--- config.mk ---
export PLATFORM = sky130hd
export DESIGN_NAME = json_string_unescape_utf8
export DESIGN_NICKNAME = d
export VERILOG_FILES = /design/src/rtl/jsu_pkg.sv /design/src/rtl/jsu_core.sv /design/src/rtl/jsu_resq.sv /design/src/rtl/json_string_unescape_utf8.sv
export VERILOG_INCLUDE_DIRS = /design/src /design/src/rtl
export SDC_FILE = /design/constraint.sdc
export NUM_CORES = 1
export LEC_CHECK = 0
export BUFFER_PORTS_ARGS = -buffer_cell sky130_fd_sc_hd__buf_4
export CAP_MARGIN = 10
export CORE_UTILIZATION = 47
export DETAILED_ROUTE_END_ITERATION = 16
export PLACE_DENSITY_LB_ADDON = 0.3
export REMOVE_ABC_BUFFERS = 1
export SKIP_CTS_REPAIR_TIMING = 1
export SYNTH_ARGS = -nofsm -noshare
export SYNTH_HDL_FRONTEND = slang
export SYNTH_SLANG_ARGS = --single-unit
--- constraint.sdc ---
create_clock -name clk -period 6.2 [get_ports clk]
set_input_delay 0.93 -clock clk [delete_from_list [all_inputs] [get_ports clk]]
set_output_delay 0.93 -clock clk [all_outputs]
set_load 0.02 [all_outputs]
--- src/rtl/json_string_unescape_utf8_macros.svh ---
// Assertion macros for the JSON string unescaper.
// Used by the top level; expects signals clk and arst_n in scope.
`ifndef JSON_STRING_UNESCAPE_UTF8_MACROS_SVH
`define JSON_STRING_UNESCAPE_UTF8_MACROS_SVH

// Condition that must hold at every clock edge outside reset.
`define JSU_ASSERT_ALWAYS(lbl, cond, msg) \
	lbl: assert property (@(posedge clk) disable iff (!arst_n) (cond)) else $error(msg);

// Consequent that must hold at the clock edge after the antecedent.
`define JSU_ASSERT_NEXT(lbl, ante, cons, msg) \
	lbl: assert property (@(posedge clk) disable iff (!arst_n) (ante) |=> (cons)) \
		else $error(msg);

`endif

--- src/rtl/jsu_pkg.sv ---
// Shared types for the JSON string unescaper: result kinds, error codes,
// parser modes and the result group passed from the decoder to the result queue.
// No dependencies.
`timescale 1ns / 1ps
`default_nettype none

package jsu_pkg;

	localparam int unsigned MaxResults = 4;

	typedef enum logic [1:0] {
		KIND_BYTE = 2'd0,
		KIND_DONE = 2'd1,
		KIND_ERR  = 2'd2
	} kind_t;

	typedef enum logic [3:0] {
		ERR_NONE        = 4'd0,
		ERR_NO_QUOTE    = 4'd1,
		ERR_CONTROL     = 4'd2,
		ERR_ESC_UNFIN   = 4'd3,
		ERR_ESC_BAD     = 4'd4,
		ERR_UNTERM      = 4'd5,
		ERR_HEX_UNFIN   = 4'd6,
		ERR_HEX_BAD     = 4'd7,
		ERR_NO_LOW      = 4'd8,
		ERR_BAD_LOW     = 4'd9,
		ERR_STRAY_LOW   = 4'd10
	} err_t;

	typedef enum logic [3:0] {
		M_WAIT = 4'd0,
		M_STR  = 4'd1,
		M_ESC  = 4'd2,
		M_HEX1 = 4'd3,
		M_HBS  = 4'd4,
		M_HU   = 4'd5,
		M_HEX2 = 4'd6
	} mode_t;

	// All results of one input beat; data[0] leaves first.
	typedef struct packed {
		logic [2:0]                 cnt;
		kind_t                      kind;
		err_t                       err;
		logic [MaxResults-1:0][7:0] data;
	} res_grp_t;

endpackage

`default_nettype wire

--- src/rtl/jsu_core.sv ---
// Parser state and single-pass decode of one input beat into a result group.
// Depends on jsu_pkg.
`timescale 1ns / 1ps
`default_nettype none

module jsu_core (
	input  wire logic             clk,
	input  wire logic             arst_n,
	input  wire logic             fire,
	input  wire logic             command,
	input  wire logic [7:0]       byte_req,
	output jsu_pkg::res_grp_t     grp
);

	localparam logic [7:0] ChQuote = 8'h22;
	localparam logic [7:0] ChBslash = 8'h5C;
	localparam logic [7:0] ChSlash = 8'h2F;
	localparam logic [7:0] ChB = 8'h62;
	localparam logic [7:0] ChF = 8'h66;
	localparam logic [7:0] ChN = 8'h6E;
	localparam logic [7:0] ChR = 8'h72;
	localparam logic [7:0] ChT = 8'h74;
	localparam logic [7:0] ChU = 8'h75;
	localparam logic [7:0] ChSpace = 8'h20;

	jsu_pkg::mode_t mode_q, mode_d;
	logic [15:0]    acc_q, acc_d;
	logic [9:0]     hs_q, hs_d;
	logic [1:0]     cnt_q, cnt_d;

	logic [3:0]  hex_d;
	logic        hex_ok;
	logic [15:0] acc_new;
	logic [20:0] cp_pair;
	logic [20:0] cp;
	jsu_pkg::res_grp_t utf_grp;

	always_ff @(posedge clk or negedge arst_n) begin
		if (!arst_n) begin
			mode_q <= jsu_pkg::M_WAIT;
			acc_q  <= '0;
			hs_q   <= '0;
			cnt_q  <= '0;
		end else if (fire) begin
			mode_q <= mode_d;
			acc_q  <= acc_d;
			hs_q   <= hs_d;
			cnt_q  <= cnt_d;
		end
	end

	always_comb begin
		hex_ok = 1'b1;
		hex_d  = '0;
		if (byte_req inside {[8'h30:8'h39]}) begin
			hex_d = 4'(byte_req - 8'h30);
		end else if (byte_req inside {[8'h61:8'h66]}) begin
			hex_d = 4'(byte_req - 8'h57);
		end else if (byte_req inside {[8'h41:8'h46]}) begin
			hex_d = 4'(byte_req - 8'h37);
		end else begin
			hex_ok = 1'b0;
		end
	end

	assign acc_new = {acc_q[11:0], hex_d};
	assign cp_pair = 21'h10000 + {1'b0, hs_q, acc_new[9:0]};
	assign cp = (mode_q == jsu_pkg::M_HEX2) ? cp_pair : {5'b0, acc_new};

	// UTF-8 encoding of the code point finished by this hex digit.
	always_comb begin
		utf_grp      = '0;
		utf_grp.kind = jsu_pkg::KIND_BYTE;
		utf_grp.err  = jsu_pkg::ERR_NONE;
		if (cp <= 21'h7F) begin
			utf_grp.cnt     = 3'd1;
			utf_grp.data[0] = cp[7:0];
		end else if (cp <= 21'h7FF) begin
			utf_grp.cnt     = 3'd2;
			utf_grp.data[0] = {3'b110, cp[10:6]};
			utf_grp.data[1] = {2'b10, cp[5:0]};
		end else if (cp <= 21'hFFFF) begin
			utf_grp.cnt     = 3'd3;
			utf_grp.data[0] = {4'b1110, cp[15:12]};
			utf_grp.data[1] = {2'b10, cp[11:6]};
			utf_grp.data[2] = {2'b10, cp[5:0]};
		end else begin
			utf_grp.cnt     = 3'd4;
			utf_grp.data[0] = {5'b11110, cp[20:18]};
			utf_grp.data[1] = {2'b10, cp[17:12]};
			utf_grp.data[2] = {2'b10, cp[11:6]};
			utf_grp.data[3] = {2'b10, cp[5:0]};
		end
	end

	always_comb begin
		mode_d   = mode_q;
		acc_d    = acc_q;
		hs_d     = hs_q;
		cnt_d    = cnt_q;
		grp      = '0;
		grp.kind = jsu_pkg::KIND_BYTE;
		grp.err  = jsu_pkg::ERR_NONE;
		case (mode_q)
			jsu_pkg::M_STR: begin
				if (command) begin
					mode_d   = jsu_pkg::M_WAIT;
					grp.cnt  = 3'd1;
					grp.kind = jsu_pkg::KIND_ERR;
					grp.err  = jsu_pkg::ERR_UNTERM;
				end else if (byte_req == ChQuote) begin
					mode_d   = jsu_pkg::M_WAIT;
					grp.cnt  = 3'd1;
					grp.kind = jsu_pkg::KIND_DONE;
				end else if (byte_req < ChSpace) begin
					mode_d   = jsu_pkg::M_WAIT;
					grp.cnt  = 3'd1;
					grp.kind = jsu_pkg::KIND_ERR;
					grp.err  = jsu_pkg::ERR_CONTROL;
				end else if (byte_req == ChBslash) begin
					mode_d = jsu_pkg::M_ESC;
				end else begin
					grp.cnt     = 3'd1;
					grp.data[0] = byte_req;
				end
			end
			jsu_pkg::M_ESC: begin
				if (command) begin
					mode_d   = jsu_pkg::M_WAIT;
					grp.cnt  = 3'd1;
					grp.kind = jsu_pkg::KIND_ERR;
					grp.err  = jsu_pkg::ERR_ESC_UNFIN;
				end else begin
					mode_d  = jsu_pkg::M_STR;
					grp.cnt = 3'd1;
					case (byte_req)
						ChQuote, ChBslash, ChSlash: grp.data[0] = byte_req;
						ChB: grp.data[0] = 8'h08;
						ChF: grp.data[0] = 8'h0C;
						ChN: grp.data[0] = 8'h0A;
						ChR: grp.data[0] = 8'h0D;
						ChT: grp.data[0] = 8'h09;
						ChU: begin
							mode_d  = jsu_pkg::M_HEX1;
							acc_d   = '0;
							cnt_d   = '0;
							grp.cnt = 3'd0;
						end
						default: begin
							mode_d   = jsu_pkg::M_WAIT;
							grp.kind = jsu_pkg::KIND_ERR;
							grp.err  = jsu_pkg::ERR_ESC_BAD;
						end
					endcase
				end
			end
			jsu_pkg::M_HEX1, jsu_pkg::M_HEX2: begin
				if (command || !hex_ok) begin
					mode_d   = jsu_pkg::M_WAIT;
					grp.cnt  = 3'd1;
					grp.kind = jsu_pkg::KIND_ERR;
					grp.err  = command ? jsu_pkg::ERR_HEX_UNFIN : jsu_pkg::ERR_HEX_BAD;
				end else begin
					acc_d = acc_new;
					if (cnt_q != 2'd3) begin
						cnt_d = cnt_q + 2'd1;
					end else begin
						cnt_d = '0;
						if (mode_q == jsu_pkg::M_HEX1) begin
							if (acc_new inside {[16'hD800:16'hDBFF]}) begin
								hs_d   = acc_new[9:0];
								mode_d = jsu_pkg::M_HBS;
							end else if (acc_new inside {[16'hDC00:16'hDFFF]}) begin
								mode_d   = jsu_pkg::M_WAIT;
								grp.cnt  = 3'd1;
								grp.kind = jsu_pkg::KIND_ERR;
								grp.err  = jsu_pkg::ERR_STRAY_LOW;
							end else begin
								mode_d = jsu_pkg::M_STR;
								grp    = utf_grp;
							end
						end else if (!(acc_new inside {[16'hDC00:16'hDFFF]})) begin
							mode_d   = jsu_pkg::M_WAIT;
							grp.cnt  = 3'd1;
							grp.kind = jsu_pkg::KIND_ERR;
							grp.err  = jsu_pkg::ERR_BAD_LOW;
						end else begin
							mode_d = jsu_pkg::M_STR;
							grp    = utf_grp;
						end
					end
				end
			end
			jsu_pkg::M_HBS, jsu_pkg::M_HU: begin
				if (command || byte_req != ((mode_q == jsu_pkg::M_HBS) ? ChBslash : ChU)) begin
					mode_d   = jsu_pkg::M_WAIT;
					grp.cnt  = 3'd1;
					grp.kind = jsu_pkg::KIND_ERR;
					grp.err  = jsu_pkg::ERR_NO_LOW;
				end else if (mode_q == jsu_pkg::M_HBS) begin
					mode_d = jsu_pkg::M_HU;
				end else begin
					mode_d = jsu_pkg::M_HEX2;
					acc_d  = '0;
					cnt_d  = '0;
				end
			end
			default: begin
				// Waiting for the opening quote; the end marker is ignored here.
				mode_d = jsu_pkg::M_WAIT;
				if (!command) begin
					if (byte_req == ChQuote) begin
						mode_d = jsu_pkg::M_STR;
					end else begin
						grp.cnt  = 3'd1;
						grp.kind = jsu_pkg::KIND_ERR;
						grp.err  = jsu_pkg::ERR_NO_QUOTE;
					end
				end
			end
		endcase
	end

endmodule

`default_nettype wire

--- src/rtl/jsu_resq.sv ---
// Result register: holds one result group and hands it out one beat at a time.
// Depends on jsu_pkg.
`timescale 1ns / 1ps
`default_nettype none

module jsu_resq (
	input  wire logic              clk,
	input  wire logic              arst_n,
	input  wire logic              load,
	input  jsu_pkg::res_grp_t      grp,
	output logic                   free,
	output logic                   res_valid,
	input  wire logic              res_stall,
	output logic [1:0]             kind,
	output logic [7:0]             out_byte,
	output logic [3:0]             error_code,
	output logic                   last
);

	logic [2:0]                          rem_q;
	jsu_pkg::kind_t                      kind_q;
	jsu_pkg::err_t                       err_q;
	logic [jsu_pkg::MaxResults-1:0][7:0] data_q;
	logic                                take;

	assign res_valid  = (rem_q != 3'd0);
	assign take       = res_valid && !res_stall;
	assign last       = (rem_q == 3'd1);
	// A new group may enter in the same cycle as the final beat of the old one leaves.
	assign free       = !res_valid || (last && !res_stall);
	assign kind       = kind_q;
	assign error_code = err_q;
	assign out_byte   = data_q[0];

	always_ff @(posedge clk or negedge arst_n) begin
		if (!arst_n) begin
			rem_q <= '0;
		end else if (load) begin
			rem_q <= grp.cnt;
		end else if (take) begin
			rem_q <= rem_q - 3'd1;
		end
	end

	always_ff @(posedge clk) begin
		if (load) begin
			kind_q <= grp.kind;
			err_q  <= grp.err;
			data_q <= grp.data;
		end else if (take) begin
			data_q <= {8'h00, data_q[jsu_pkg::MaxResults-1:1]};
		end
	end

endmodule

`default_nettype wire

--- src/rtl/json_string_unescape_utf8.sv ---
// JSON string unescaper with UTF-8 output. An input beat is taken into the input
// register, decoded in one pass against the parser state, and its results are
// loaded into the result register, which hands them to the receiver. Throughput is
// one input beat per cycle while each yields at most one result and the receiver
// does not stall. A beat with n results, such as a \u escape ending in an n-byte
// UTF-8 sequence, keeps the result register busy until its last result leaves, so
// a following beat that has results waits in the input register. Asynchronous reset
// empties both registers and returns the parser to awaiting a quote.
`timescale 1ns / 1ps
`default_nettype none
`include "json_string_unescape_utf8_macros.svh"

module json_string_unescape_utf8 (
	input  wire logic       clk,
	input  wire logic       arst_n,
	input  wire logic       req_valid,
	output logic            req_stall,
	input  wire logic       command,
	input  wire logic [7:0] byte_req,
	output logic            res_valid,
	input  wire logic       res_stall,
	output logic [1:0]      kind,
	output logic [7:0]      out_byte,
	output logic [3:0]      error_code,
	output logic            last
);

	logic       v_s1;
	logic       cmd_s1;
	logic [7:0] byte_s1;
	logic       fire;
	logic       free;
	jsu_pkg::res_grp_t grp;

	// A beat that yields no result never waits for the result register.
	assign fire      = v_s1 && (free || grp.cnt == 3'd0);
	assign req_stall = v_s1 && !fire;

	always_ff @(posedge clk or negedge arst_n) begin
		if (!arst_n) begin
			v_s1 <= 1'b0;
		end else if (!req_stall) begin
			v_s1 <= req_valid;
		end
	end

	always_ff @(posedge clk) begin
		if (req_valid && !req_stall) begin
			cmd_s1  <= command;
			byte_s1 <= byte_req;
		end
	end

	jsu_core u_core (
		.clk      (clk),
		.arst_n   (arst_n),
		.fire     (fire),
		.command  (cmd_s1),
		.byte_req (byte_s1),
		.grp      (grp)
	);

	jsu_resq u_resq (
		.clk        (clk),
		.arst_n     (arst_n),
		.load       (fire && grp.cnt != 3'd0),
		.grp        (grp),
		.free       (free),
		.res_valid  (res_valid),
		.res_stall  (res_stall),
		.kind       (kind),
		.out_byte   (out_byte),
		.error_code (error_code),
		.last       (last)
	);

	`JSU_ASSERT_ALWAYS(a_single_status, !res_valid || kind == jsu_pkg::KIND_BYTE || last, "completion or error beat not marked last")
	`JSU_ASSERT_ALWAYS(a_err_coded, !res_valid || kind != jsu_pkg::KIND_ERR || error_code != jsu_pkg::ERR_NONE, "error beat without error code")
	`JSU_ASSERT_NEXT(a_group_contiguous, res_valid && !res_stall && !last, res_valid, "UTF-8 sequence broken by a gap")
	`JSU_ASSERT_ALWAYS(a_stall_needs_item, !req_stall || v_s1, "input stalled with empty input register")

endmodule

`default_nettype wire
==> metrics.md, run 1 <==
| Metric | Value |
|---|---|
| Synth cell types | `~80` |
| Worst Tran Pin Value | `1090 ps` |
| Routed len/inst | `around 19 um` |
| CTS tree | `yes` |
| Ys flop type | `edfxtp_1` |
| Max-slew violations | `0` |
| Die width | `103 um` |
| CP Data Required Time | `5270 ps` |
| Seq cells post-synth | `75` |
| Clock transition at the registers of the reported paths | `around 90 ps` |
| Most frequent cells in the layout | `nand2_1 (51), nor2_1 (49), edfxtp_1 (44)` |
| Reg-to-Reg Start | `u_core.mode_q[2]$_DFFE_PN0P_` |
| Avg Cell Area, Syn | `9.48 um2` |
| Fillers | `900` |
| Net Sw Frac | `0.363` |
| Synthesis Warnings | `0` |
| Ant diodes | `0` |
| Commonest non-fill, non-tap cell in the layout | `nand2_1` |
| GRT overflow | `0` |
| Largest net degree at the start of global routing | `38` |
| Reg2reg path depth | `8` |
| Worst Setup End Kind | `output pin` |
| NetSw | `0.582 mW` |
| Final Net Count | `534` |
| GP Congestion | `0.920` |
| Gate Count Post-Synth | `slightly above 500` |
| Max Cap Viol | `0` |
| Slew HR | `0.275` |
| DRT Pass-1 Iters | `7` |
| Cell internal pwr | `1.02 mW` |
| Setup TNS | `0 ps` |
| Final Skew | `around 13 ps` |
| Number of flops mapped to enable cells by yosys | `44` |
| Clock power frac | `0.228` |
| Status | `finished, final reports clean` |
| Cell Count, Final, Fillers Out | `650` |
| CTS buffer count | `9` |
| RSZ-0062 raised after global routing | `no` |
| PwrDens | `between 300 and 400 mW/mm2` |
| Die Y | `103 um` |
| Port Buffers | `29` |
| Post-route clock period utilization | `0.766` |
| Peak supply drop | `0.150 mV` |
| R2R Path End | `u_resq.data_q[28]$_SDFFCE_PP0P_` |
| Cell area after synthesis | `0.00481 mm2` |
| Vias per inst | `~6.3` |
| R2R setup slack | `around 1800 ps` |
| Die Area | `0.0107 mm2` |
| DRT Wirelength | `roughly 12000 um` |
| Area grow syn2layout | `8.11%` |
| Via count | `4080` |
| Maximum clock rate | `0.210 GHz` |
| CTS Buffer Depth | `2` |
| CTS H-Tree Depth | `3` |
| Core area | `0.00986 mm2` |
| Static Leak | `approximately 2.1 nW` |
| Worst-path maximum fanout | `26` |
| Clk root buf | `clkbuf_8` |
| Seq pwr share | `0.483` |
| Post-synthesis sequential area ratio | `0.436` |
| Final hold violations | `0` |
| Critical path arrival | `3820 ps` |
| Ys async rst share | `0.413` |
| Initial antenna violation count | `0` |
| # DRC | `0` |
| Worst-skew pair later-pin latency | `370 ps` |
| Antenna-violating nets left | `0` |
| Synth top area share | `0.274` |
| Clk sinks | `75` |
| Hold Crit Class | `in -> async` |
| Share of layout cells above drive strength 1 | `0.151` |
| Starting DRC count in detailed routing | `449` |
| First-pass GRT wire length | `19500 um` |
| Initial Utilization | `0.488` |
| Number of global-route vias before repair | `3605` |
| I/O pin cnt | `30` |
| Tmin final | `4750 ps` |
| Worst setup SP type | `flop` |
| Row Count | `36` |
| Setup-failing EPs final | `0` |
| Worst Hold Slack | `502 ps` |
| Ranking of synthesized cells by area | `edfxtp_1 (27%), dfrtp_1 (16%), nand2_1 (4.0%)` |
| Crit Path Class | `reg -> out` |
| DP HPWL | `8730 um` |
| Logic pwr share | `0.289` |
| Placed Cells incl. Taps | `633` |
| Aggregate global-route resource usage | `0.246` |
| Cell taking the most area after synthesis | `edfxtp_1` |
through the flow:
stage          utilization  total power [mW]  instance area, um2  setup slack, ps
4_1_cts              0.526              1.60                5190             1580
2_1_floorplan            -              1.07                4600             2180
5_1_grt              0.528              1.71                5200             1200
3_5_place_dp         0.508              1.24                5010             1690
6_report             0.528              1.61                5200             1450
3_3_place_gp         0.508              1.23                5010             1820
final cells by class:
cell class              instances  area [um2]  share of cell area
clock buffers                   9         124              0.0238
flip-flops and latches         75        2100               0.403
well taps                     133         166              0.0320
multi-input cells             373        2430               0.467
inverters                      20        75.1              0.0144
repair buffers                 33         255              0.0490
clock inverters                 7        57.6              0.0111
power groups by stage:
stage	Clock [mW]	Combinational (mW)	Sequential (mW)
6_report	0.366	0.464	0.776
5_1_grt	0.392	0.522	0.792
4_1_cts	0.370	0.458	0.777
3_5_place_dp	0	0.457	0.787
3_3_place_gp	0	0.448	0.782
2_1_floorplan	0	0.269	0.800
Yosys cell counts, drive strengths merged, types with 2 or more instances:
| cell type | number |
|---|---|
| nand2 | 51 |
| nor2 | 50 |
| edfxtp | 44 |
| a21oi | 35 |
| dfrtp | 31 |
| o21ai | 24 |
| nor3 | 22 |
| buf | 21 |
| inv | 20 |
| clkbuf | 19 |
| o31ai | 15 |
| mux2i | 14 |
| mux2 | 13 |
| nand3 | 13 |
| ha | 9 |
| nor2b | 9 |
| a211oi | 8 |
| a221oi | 6 |
| a31oi | 6 |
| nand3b | 6 |
| and2 | 5 |
| and3b | 5 |
| or4 | 5 |
| a22oi | 4 |
| nand2b | 4 |
| o221ai | 4 |
| or3 | 4 |
| a21o | 3 |
| nand4b | 3 |
| nor4 | 3 |
| o2111ai | 3 |
| o211a | 3 |
| o211ai | 3 |
| xnor2 | 3 |
| and4b | 2 |
| nand4 | 2 |
| o21bai | 2 |
| o22ai | 2 |
| o32a | 2 |
| or2 | 2 |
| or3b | 2 |
| or4b | 2 |
| xor2 | 2 |
cells by family (layout without fill, tap and decap cells):
family | after synthesis | after routing | share of synthesized area
flip-flops | 75 | 75 | 0.436
multiplexers | 27 | 27 | 0.0603
AND/OR/NAND/NOR | 195 | 195 | 0.214
adder cells (fa/ha/maj) | 9 | 9 | 0.0234
XOR/XNOR | 5 | 5 | 0.00910
AO/OA/AOI/OAI | 137 | 137 | 0.198
buffers and inverters | 60 | 69 | 0.0598
per-layer routing:
layer / wire [um] / global-route usage / vias up
met5: 0 / 0 / -
met4: 372 / 0.102 / 0
met3: 814 / 0.0363 / 31
met2: 5560 / 0.374 / 183
met1: 5630 / 0.351 / 1971
li1: - / - / 1895
worst max-delay path: stages, from the launching register on:
cell,delay [ps]
dfrtp_1,830
nand3b_1,500
nor3_4,350
a21oi_1,160
o2111ai_1,900
and4_4,440
nor3_1,70
buf_4,200
flip-flops by register name, indices dropped and copies added (netlist names):
signal and flops:
u_core.hs_q 10, u_core.cnt_q 2, u_resq.out_byte 8, u_core.acc_q 12, u_resq.error_code 4, u_resq.data_q 21, cmd_s1 1, u_resq.rem_q 3
u_resq.kind 2, u_core.mode_q 3, byte_s1 8, v_s1 1
worst max-delay path by stage:
stage                                                  to                         start  slack [ps]  cells past startpoint
after global placement    u_resq.data_q[25]$_SDFFCE_PP0P_  u_core.mode_q[2]$_DFFE_PN0P_        1820                      7
after global routing                            req_stall  u_core.mode_q[2]$_DFFE_PN0P_        1200                      7
after CTS                                       req_stall  u_core.mode_q[2]$_DFFE_PN0P_        1580                      7
final                                           req_stall  u_core.mode_q[2]$_DFFE_PN0P_        1450                      7
after floorplan               u_resq.data_q[10]$_DFFE_PP_  u_core.mode_q[2]$_DFFE_PN0P_        2180                      6
after detailed placement  u_resq.data_q[24]$_SDFFCE_PP0P_  u_core.mode_q[2]$_DFFE_PN0P_        1690                      7
(Power assumes the default switching activity.)
==> run 2, diff against run 1 <==
==> constraint.sdc (replaced) <==
create_clock -name clk -period 4.8 [get_ports clk]
set_input_delay 0.72 -clock clk [delete_from_list [all_inputs] [get_ports clk]]
set_output_delay 0.72 -clock clk [all_outputs]
set_load 0.02 [all_outputs]
==> metrics.md, run 2 (same netlist as run 1, synthesis figures left out) <==
| Metric | Value |
|---|---|
| RSZ-0062 raised after global routing | `no (unchanged)` |
| DRT Pass-1 Iters | `5 (was 7)` |
| CP Data Required Time | `4080 ps (was 5270 ps)` |
| Static Leak | `2.10 nW (was 2.08 nW)` |
| Starting DRC count in detailed routing | `380 (was 449)` |
| Clock transition at the registers of the reported paths | `80 ps (was 90 ps)` |
| Worst-skew pair later-pin latency | `360 ps (was 370 ps)` |
| Post-Place Worst Slack | `1240 ps (was 1690 ps)` |
| Final Net Count | `538 (was 534)` |
| Slew HR | `0.393 (was 0.275)` |
| I/O pin cnt | `30 (unchanged)` |
| Die Y | `103 um (unchanged)` |
| Fillers | `873 (was 900)` |
| Worst Setup End Kind | `output pin (unchanged)` |
| Hold Crit Class | `in -> async (unchanged)` |
| Area occupied by registers | `0.00210 mm2 (unchanged)` |
| Initial antenna violation count | `0 (unchanged)` |
| Commonest non-fill, non-tap cell in the layout | `nand2_1 (unchanged)` |
| Final hold violations | `0 (unchanged)` |
| Initial Utilization | `0.488 (unchanged)` |
| Antenna-violating nets left | `0 (unchanged)` |
| GP Congestion | `0.938 (was 0.920)` |
| First-pass GRT wire length | `19800 um (was 19500 um)` |
| Post-route clock period utilization | `0.832` |
| # DRC | `0 (unchanged)` |
| Post-route total power | `2.07 mW (was 1.61 mW)` |
| Worst-path maximum fanout | `19 (was 26)` |
| Via count | `4008 (was 4080)` |
| Slowest stage delay, CP | `700 ps (was 900 ps)` |
| Area occupied by multi-input gates | `0.00243 mm2 (unchanged)` |
| Max-slew violations | `0 (unchanged)` |
| Maximum clock rate | `0.250 GHz` |
| Aggregate global-route resource usage | `0.249 (was 0.246)` |
| DRT Wirelength | `12200 um (was 12400 um)` |
| Area grow syn2layout | `8.68% (was 8.11%)` |
| Port Buffers | `29 (unchanged)` |
| Final Skew | `9.14 ps (was 13.1 ps)` |
| CTS buffer count | `9 (unchanged)` |
| Setup TNS | `0 ps (unchanged)` |
| CP Cell Sequence | `and3b_1, nor3_4, or2_1, a311o_1, and4_4, nor3_1, buf_4 (was nand3b_1, nor3_4, a21oi_1, o2111ai_1, and4_4, nor3_1, buf_4)` |
| Setup-failing EPs final | `0 (unchanged)` |
| Die Area | `0.0107 mm2 (unchanged)` |
| Largest net degree at the start of global routing | `34 (was 38)` |
| Crit Path Class | `reg -> out (unchanged)` |
| CP delay by family, top | `simple AND/OR/NAND/NOR gates (unchanged)` |
| CTS Buffer Depth | `2 (unchanged)` |
| Status | `finished, final reports clean (unchanged)` |
| Row Count | `36 (unchanged)` |
| Crit path max-delay cell type | `and3b_1 (was o2111ai_1)` |
| Final setup margin | `807 ps (was 1450 ps)` |
| Peak supply drop | `0.201 mV (was 0.150 mV)` |
| Max Cap Viol | `0 (unchanged)` |
| Tmin final | `3990 ps` |
| CTS H-Tree Depth | `3 (unchanged)` |
| Largest Register | `u_resq.data_q (unchanged)` |
| Worst Tran Pin Value | `901 ps (was 1090 ps)` |
| Number of global-route vias before repair | `3808 (was 3605)` |
| CTS tree | `yes (unchanged)` |
| Clk root buf | `clkbuf_8 (unchanged)` |
| Clk sinks | `75 (unchanged)` |
| DP HPWL | `8850 um (was 8730 um)` |
| Die width | `103 um (unchanged)` |
| Core area | `0.00986 mm2 (unchanged)` |
| Worst Hold Slack | `301 ps (was 502 ps)` |
| Largest register FFs | `21 (unchanged)` |
| Top flop regs | `u_resq.data_q (21), u_core.acc_q (12), u_core.hs_q (10) (unchanged)` |
| PwrDens | `395 mW/mm2 (was 309 mW/mm2)` |
| Share of layout cells above drive strength 1 | `0.150 (was 0.151)` |
| Most frequent cells in the layout | `nand2_1 (51), nor2_1 (49), edfxtp_1 (44) (unchanged)` |
| Critical path arrival | `3270 ps (was 3820 ps)` |
| Ant diodes | `0 (unchanged)` |
| Worst path bufs/invs | `1 (unchanged)` |
| Worst setup SP type | `flop (unchanged)` |
| Routed len/inst | `18.7 um (was 19.0 um)` |
| Vias per inst | `6.13 (was 6.28)` |
| GRT overflow | `0 (unchanged)` |
## run 2: cell count changes in the layout (fill, tap and decap cells not counted), sizes merged
cell	change
inv	-4
clkinvlp	-2
buf	+4
clkbuf	+2
bufinv	+1
clkinv	+3
## run 2: power breakdown
group	internal, mW	switching [mW]
logic	0.230	0.362
registers	0.893	0.107
clock network	0.239	0.235
total	1.36	0.704
## run 2: per-stage QoR
| step | instances | instance area [um2] | util |
|---|---|---|---|
| finish | 654 | 5230 | 0.530 |
| CTS | 654 | 5230 | 0.530 |
| floorplan | 468 | 4600 | - |
| global route | 654 | 5230 | 0.530 |
| global placement | 638 | 5050 | 0.512 |
| detailed placement | 638 | 5050 | 0.512 |
## run 2: path summary, 6_finish.rpt
kind | from | end | slack (ps) | cells after the start
worst max-delay path | u_core.mode_q[0]$_DFFE_PN0P_ | req_stall | 810 | 7
worst min-delay path | arst_n | u_core.hs_q[4]$_DFFE_PN0P_ | 300 | 1
worst max register to register | u_core.mode_q[0]$_DFFE_PN0P_ | u_core.acc_q[3]$_DFFE_PN0P_ | 1250 | 7
worst min register to register | u_resq.data_q[16]$_DFFE_PP_ | u_resq.data_q[8]$_DFFE_PP_ | 520 | 2
max in group asynchronous | arst_n | u_core.mode_q[1]$_DFFE_PN0P_ | 4180 | 1
min in group clk | u_resq.data_q[16]$_DFFE_PP_ | u_resq.data_q[8]$_DFFE_PP_ | 520 | 2
## run 2: per-layer routing
layer | track usage | routed length (um)
met1 | 0.339 | 5390
met2 | 0.394 | 5700
met3 | 0.0470 | 820
met4 | 0.0953 | 316
met5 | 0 | 0
## run 2: layout make-up
| class | count | area share |
|---|---|---|
| clock inverter | 5 | 0.0105 |
| clock buffer | 11 | 0.0251 |
| timing repair buffer | 37 | 0.0531 |
| tap | 133 | 0.0318 |
| inverter | 20 | 0.0143 |
| sequential | 75 | 0.401 |
| multi-input combinational | 373 | 0.464 |
==> run 3, diff against run 2 <==
==> constraint.sdc (replaced) <==
create_clock -name clk -period 3.3 [get_ports clk]
set_input_delay 0.495 -clock clk [delete_from_list [all_inputs] [get_ports clk]]
set_output_delay 0.495 -clock clk [all_outputs]
set_load 0.02 [all_outputs]
==> metrics.md, run 3 (same netlist as run 1, synthesis figures left out) <==
| Metric | Value |
|---|---|
| Status | `finished, final reports clean (unchanged)` |
| Clock transition at the registers of the reported paths | `80 ps (about the same)` |
| Hold Crit Class | `in -> async (unchanged)` |
| CTS Buffer Depth | `2 (unchanged)` |
| CTS H-Tree Depth | `3 (unchanged)` |
| GP Congestion | `0.985 (was 0.938)` |
| Crit path max-delay cell type | `or3b_2 (was and3b_1)` |
| Worst-path maximum fanout | `4 (was 19)` |
| Share of layout cells above drive strength 1 | `0.216 (was 0.150)` |
| Antenna-violating nets left | `0 (unchanged)` |
| Slowest stage delay, CP | `460 ps (was 700 ps)` |
| CP Data Required Time | `2800 ps (was 4080 ps)` |
| Most frequent cells in the layout | `buf_4 (70), nand2_1 (51), nor2_1 (49) (was nand2_1 (51), nor2_1 (49), edfxtp_1 (44))` |
| CTS tree | `yes (unchanged)` |
| Static Leak | `2.31 nW (was 2.10 nW)` |
| Post-route clock period utilization | `0.977` |
| Ant diodes | `0 (unchanged)` |
| Clk root buf | `clkbuf_8 (unchanged)` |
| R2R Path End | `u_core.acc_q[0]$_DFFE_PN0P_ (was u_core.acc_q[3]$_DFFE_PN0P_)` |
| Setup TNS | `0 ps (unchanged)` |
| Largest register FFs | `21 (unchanged)` |
| Row Count | `36 (unchanged)` |
| Number of global-route vias before repair | `3772 (was 3808)` |
| Slew HR | `0.498 (was 0.393)` |
| Max Cap Viol | `0 (unchanged)` |
| Routed len/inst | `18.3 um (was 18.7 um)` |
| Metal3 WL | `782 um (was 820 um)` |
| Worst Tran Pin Value | `745 ps (was 901 ps)` |
| Met2 WL | `5820 um (was 5700 um)` |
| Final Skew | `14.5 ps (was 9.14 ps)` |
| I/O pin cnt | `30 (unchanged)` |
| Largest net degree at the start of global routing | `32 (was 34)` |
| Aggregate global-route resource usage | `0.255 (was 0.249)` |
| Die Y | `103 um (unchanged)` |
| Worst setup SP type | `flop (unchanged)` |
| Via count | `4184 (was 4008)` |
| PwrDens | `588 mW/mm2 (was 395 mW/mm2)` |
| R2R setup slack | `150 ps (was 1250 ps)` |
| Max-slew violations | `0 (unchanged)` |
| Die width | `103 um (unchanged)` |
| Core area | `0.00986 mm2 (unchanged)` |
| Die Area | `0.0107 mm2 (unchanged)` |
| Largest Register | `u_resq.data_q (unchanged)` |
| GRT overflow | `0 (unchanged)` |
| CTS buffer count | `9 (unchanged)` |
| Starting DRC count in detailed routing | `383 (was 380)` |
| Critical path launch point | `byte_s1[0]$_DFFE_PP_ (was u_core.mode_q[0]$_DFFE_PN0P_)` |
| Final hold violations | `0 (unchanged)` |
| DRT Wirelength | `12600 um (was 12200 um)` |
| Reg-to-Reg Start | `byte_s1[0]$_DFFE_PP_ (was u_core.mode_q[0]$_DFFE_PN0P_)` |
| Critical path arrival | `2730 ps (was 3270 ps)` |
| Top flop regs | `u_resq.data_q (21), u_core.acc_q (12), u_core.hs_q (10) (unchanged)` |
| Area grow syn2layout | `16.4% (was 8.68%)` |
| Met1 WL | `5730 um (was 5390 um)` |
| Commonest non-fill, non-tap cell in the layout | `buf_4 (was nand2_1)` |
| Worst Setup End Kind | `output pin (unchanged)` |
| Port Buffers | `29 (unchanged)` |
| Tmin final | `3220 ps` |
| Post-route total power | `3.29 mW (was 2.07 mW)` |
| Crit Path Class | `reg -> out (unchanged)` |
| Worst-skew pair later-pin latency | `370 ps (was 360 ps)` |
| CP Cell Sequence | `buf_4, ha_1, or3b_2, nand4b_1, o21ba_4, o21ai_1, and4_4, nor3_4, buf_6 (was and3b_1, nor3_4, or2_1, a311o_1, and4_4, nor3_1, buf_4)` |
| First-pass GRT wire length | `20100 um (was 19800 um)` |
| Fillers | `883 (was 873)` |
| Maximum clock rate | `0.310 GHz` |
| DP HPWL | `9310 um (was 8850 um)` |
| DRT Pass-1 Iters | `5 (unchanged)` |
| Setup-failing EPs final | `0 (unchanged)` |
| Final Net Count | `573 (was 538)` |
| Vias per inst | `6.07 (was 6.13)` |
| Reg2reg path depth | `10 (was 7)` |
| Highest Signal Layer | `met4 (unchanged)` |
| Final core occ | `0.568 (was 0.530)` |
| Initial antenna violation count | `0 (unchanged)` |
| Cell Count, Final, Fillers Out | `689 (was 654)` |
| Clk sinks | `75 (unchanged)` |
| # DRC | `0 (unchanged)` |
| Initial Utilization | `0.488 (unchanged)` |
| Placed Cells incl. Taps | `664 (was 638)` |
| Peak supply drop | `0.334 mV (was 0.201 mV)` |
## run 3: cell types whose count changed in the layout (fill, tap and decap cells not counted), sizes merged
| cell | delta |
|---|---|
| buf | +35 |
| bufinv | +2 |
| clkinv | -3 |
| clkinvlp | +1 |
## run 3: metal layers
layer / vias up / track usage
li1: 1978 / -
met1: 2027 / 0.344
met2: 154 / 0.395
met3: 25 / 0.0679
met4: 0 / 0.0943
met5: - / 0
## run 3: cell type report
type                    count  area, um2  area share
clock buffers              11        141      0.0252
clock inverters             5        101      0.0181
inverters                  20       75.1      0.0134
multi-input cells         373       2460       0.440
flip-flops and latches     75       2100       0.374
well taps                 133        166      0.0297
repair buffers             72        557      0.0994
## run 3: critical path, delay by kind of cell (launching register included)
family / cells / cell delay, ps
AND/OR/NAND/NOR: 4 / 1090
flip-flops: 1 / 420
buffers and inverters: 2 / 320
AO/OA/AOI/OAI: 2 / 300
adder cells (fa/ha/maj): 1 / 220
## run 3: worst max path at each step
stage	endpoint	depth (start not counted)
3_3_place_gp	u_resq.rem_q[2]$_DFFE_PN0P_	11
5_1_grt	req_stall	9
4_1_cts	req_stall	9
6_report	req_stall	9
3_5_place_dp	u_resq.rem_q[2]$_DFFE_PN0P_	11
2_1_floorplan	u_resq.data_q[10]$_DFFE_PP_	6
## run 3: metrics by stage
stage	setup WS, ps	area (um2)	hold slack (ps)
3_5_place_dp	172	5250	471
2_1_floorplan	-719	4600	199
6_report	76.4	5600	62.1
4_1_cts	-197	5500	61.6
3_3_place_gp	292	5250	464
5_1_grt	-39.8	5600	80.9
## run 3: power breakdown
| part | internal (mW) | switching [mW] | total (mW) | leakage (nW) |
|---|---|---|---|---|
| clock | 0.520 | 0.338 | 0.859 | 0.117 |
| combinational | 0.413 | 0.599 | 1.01 | 1.37 |
| sequential | 1.30 | 0.123 | 1.42 | 0.817 |
| total | 2.23 | 1.06 | 3.29 | 2.31 |
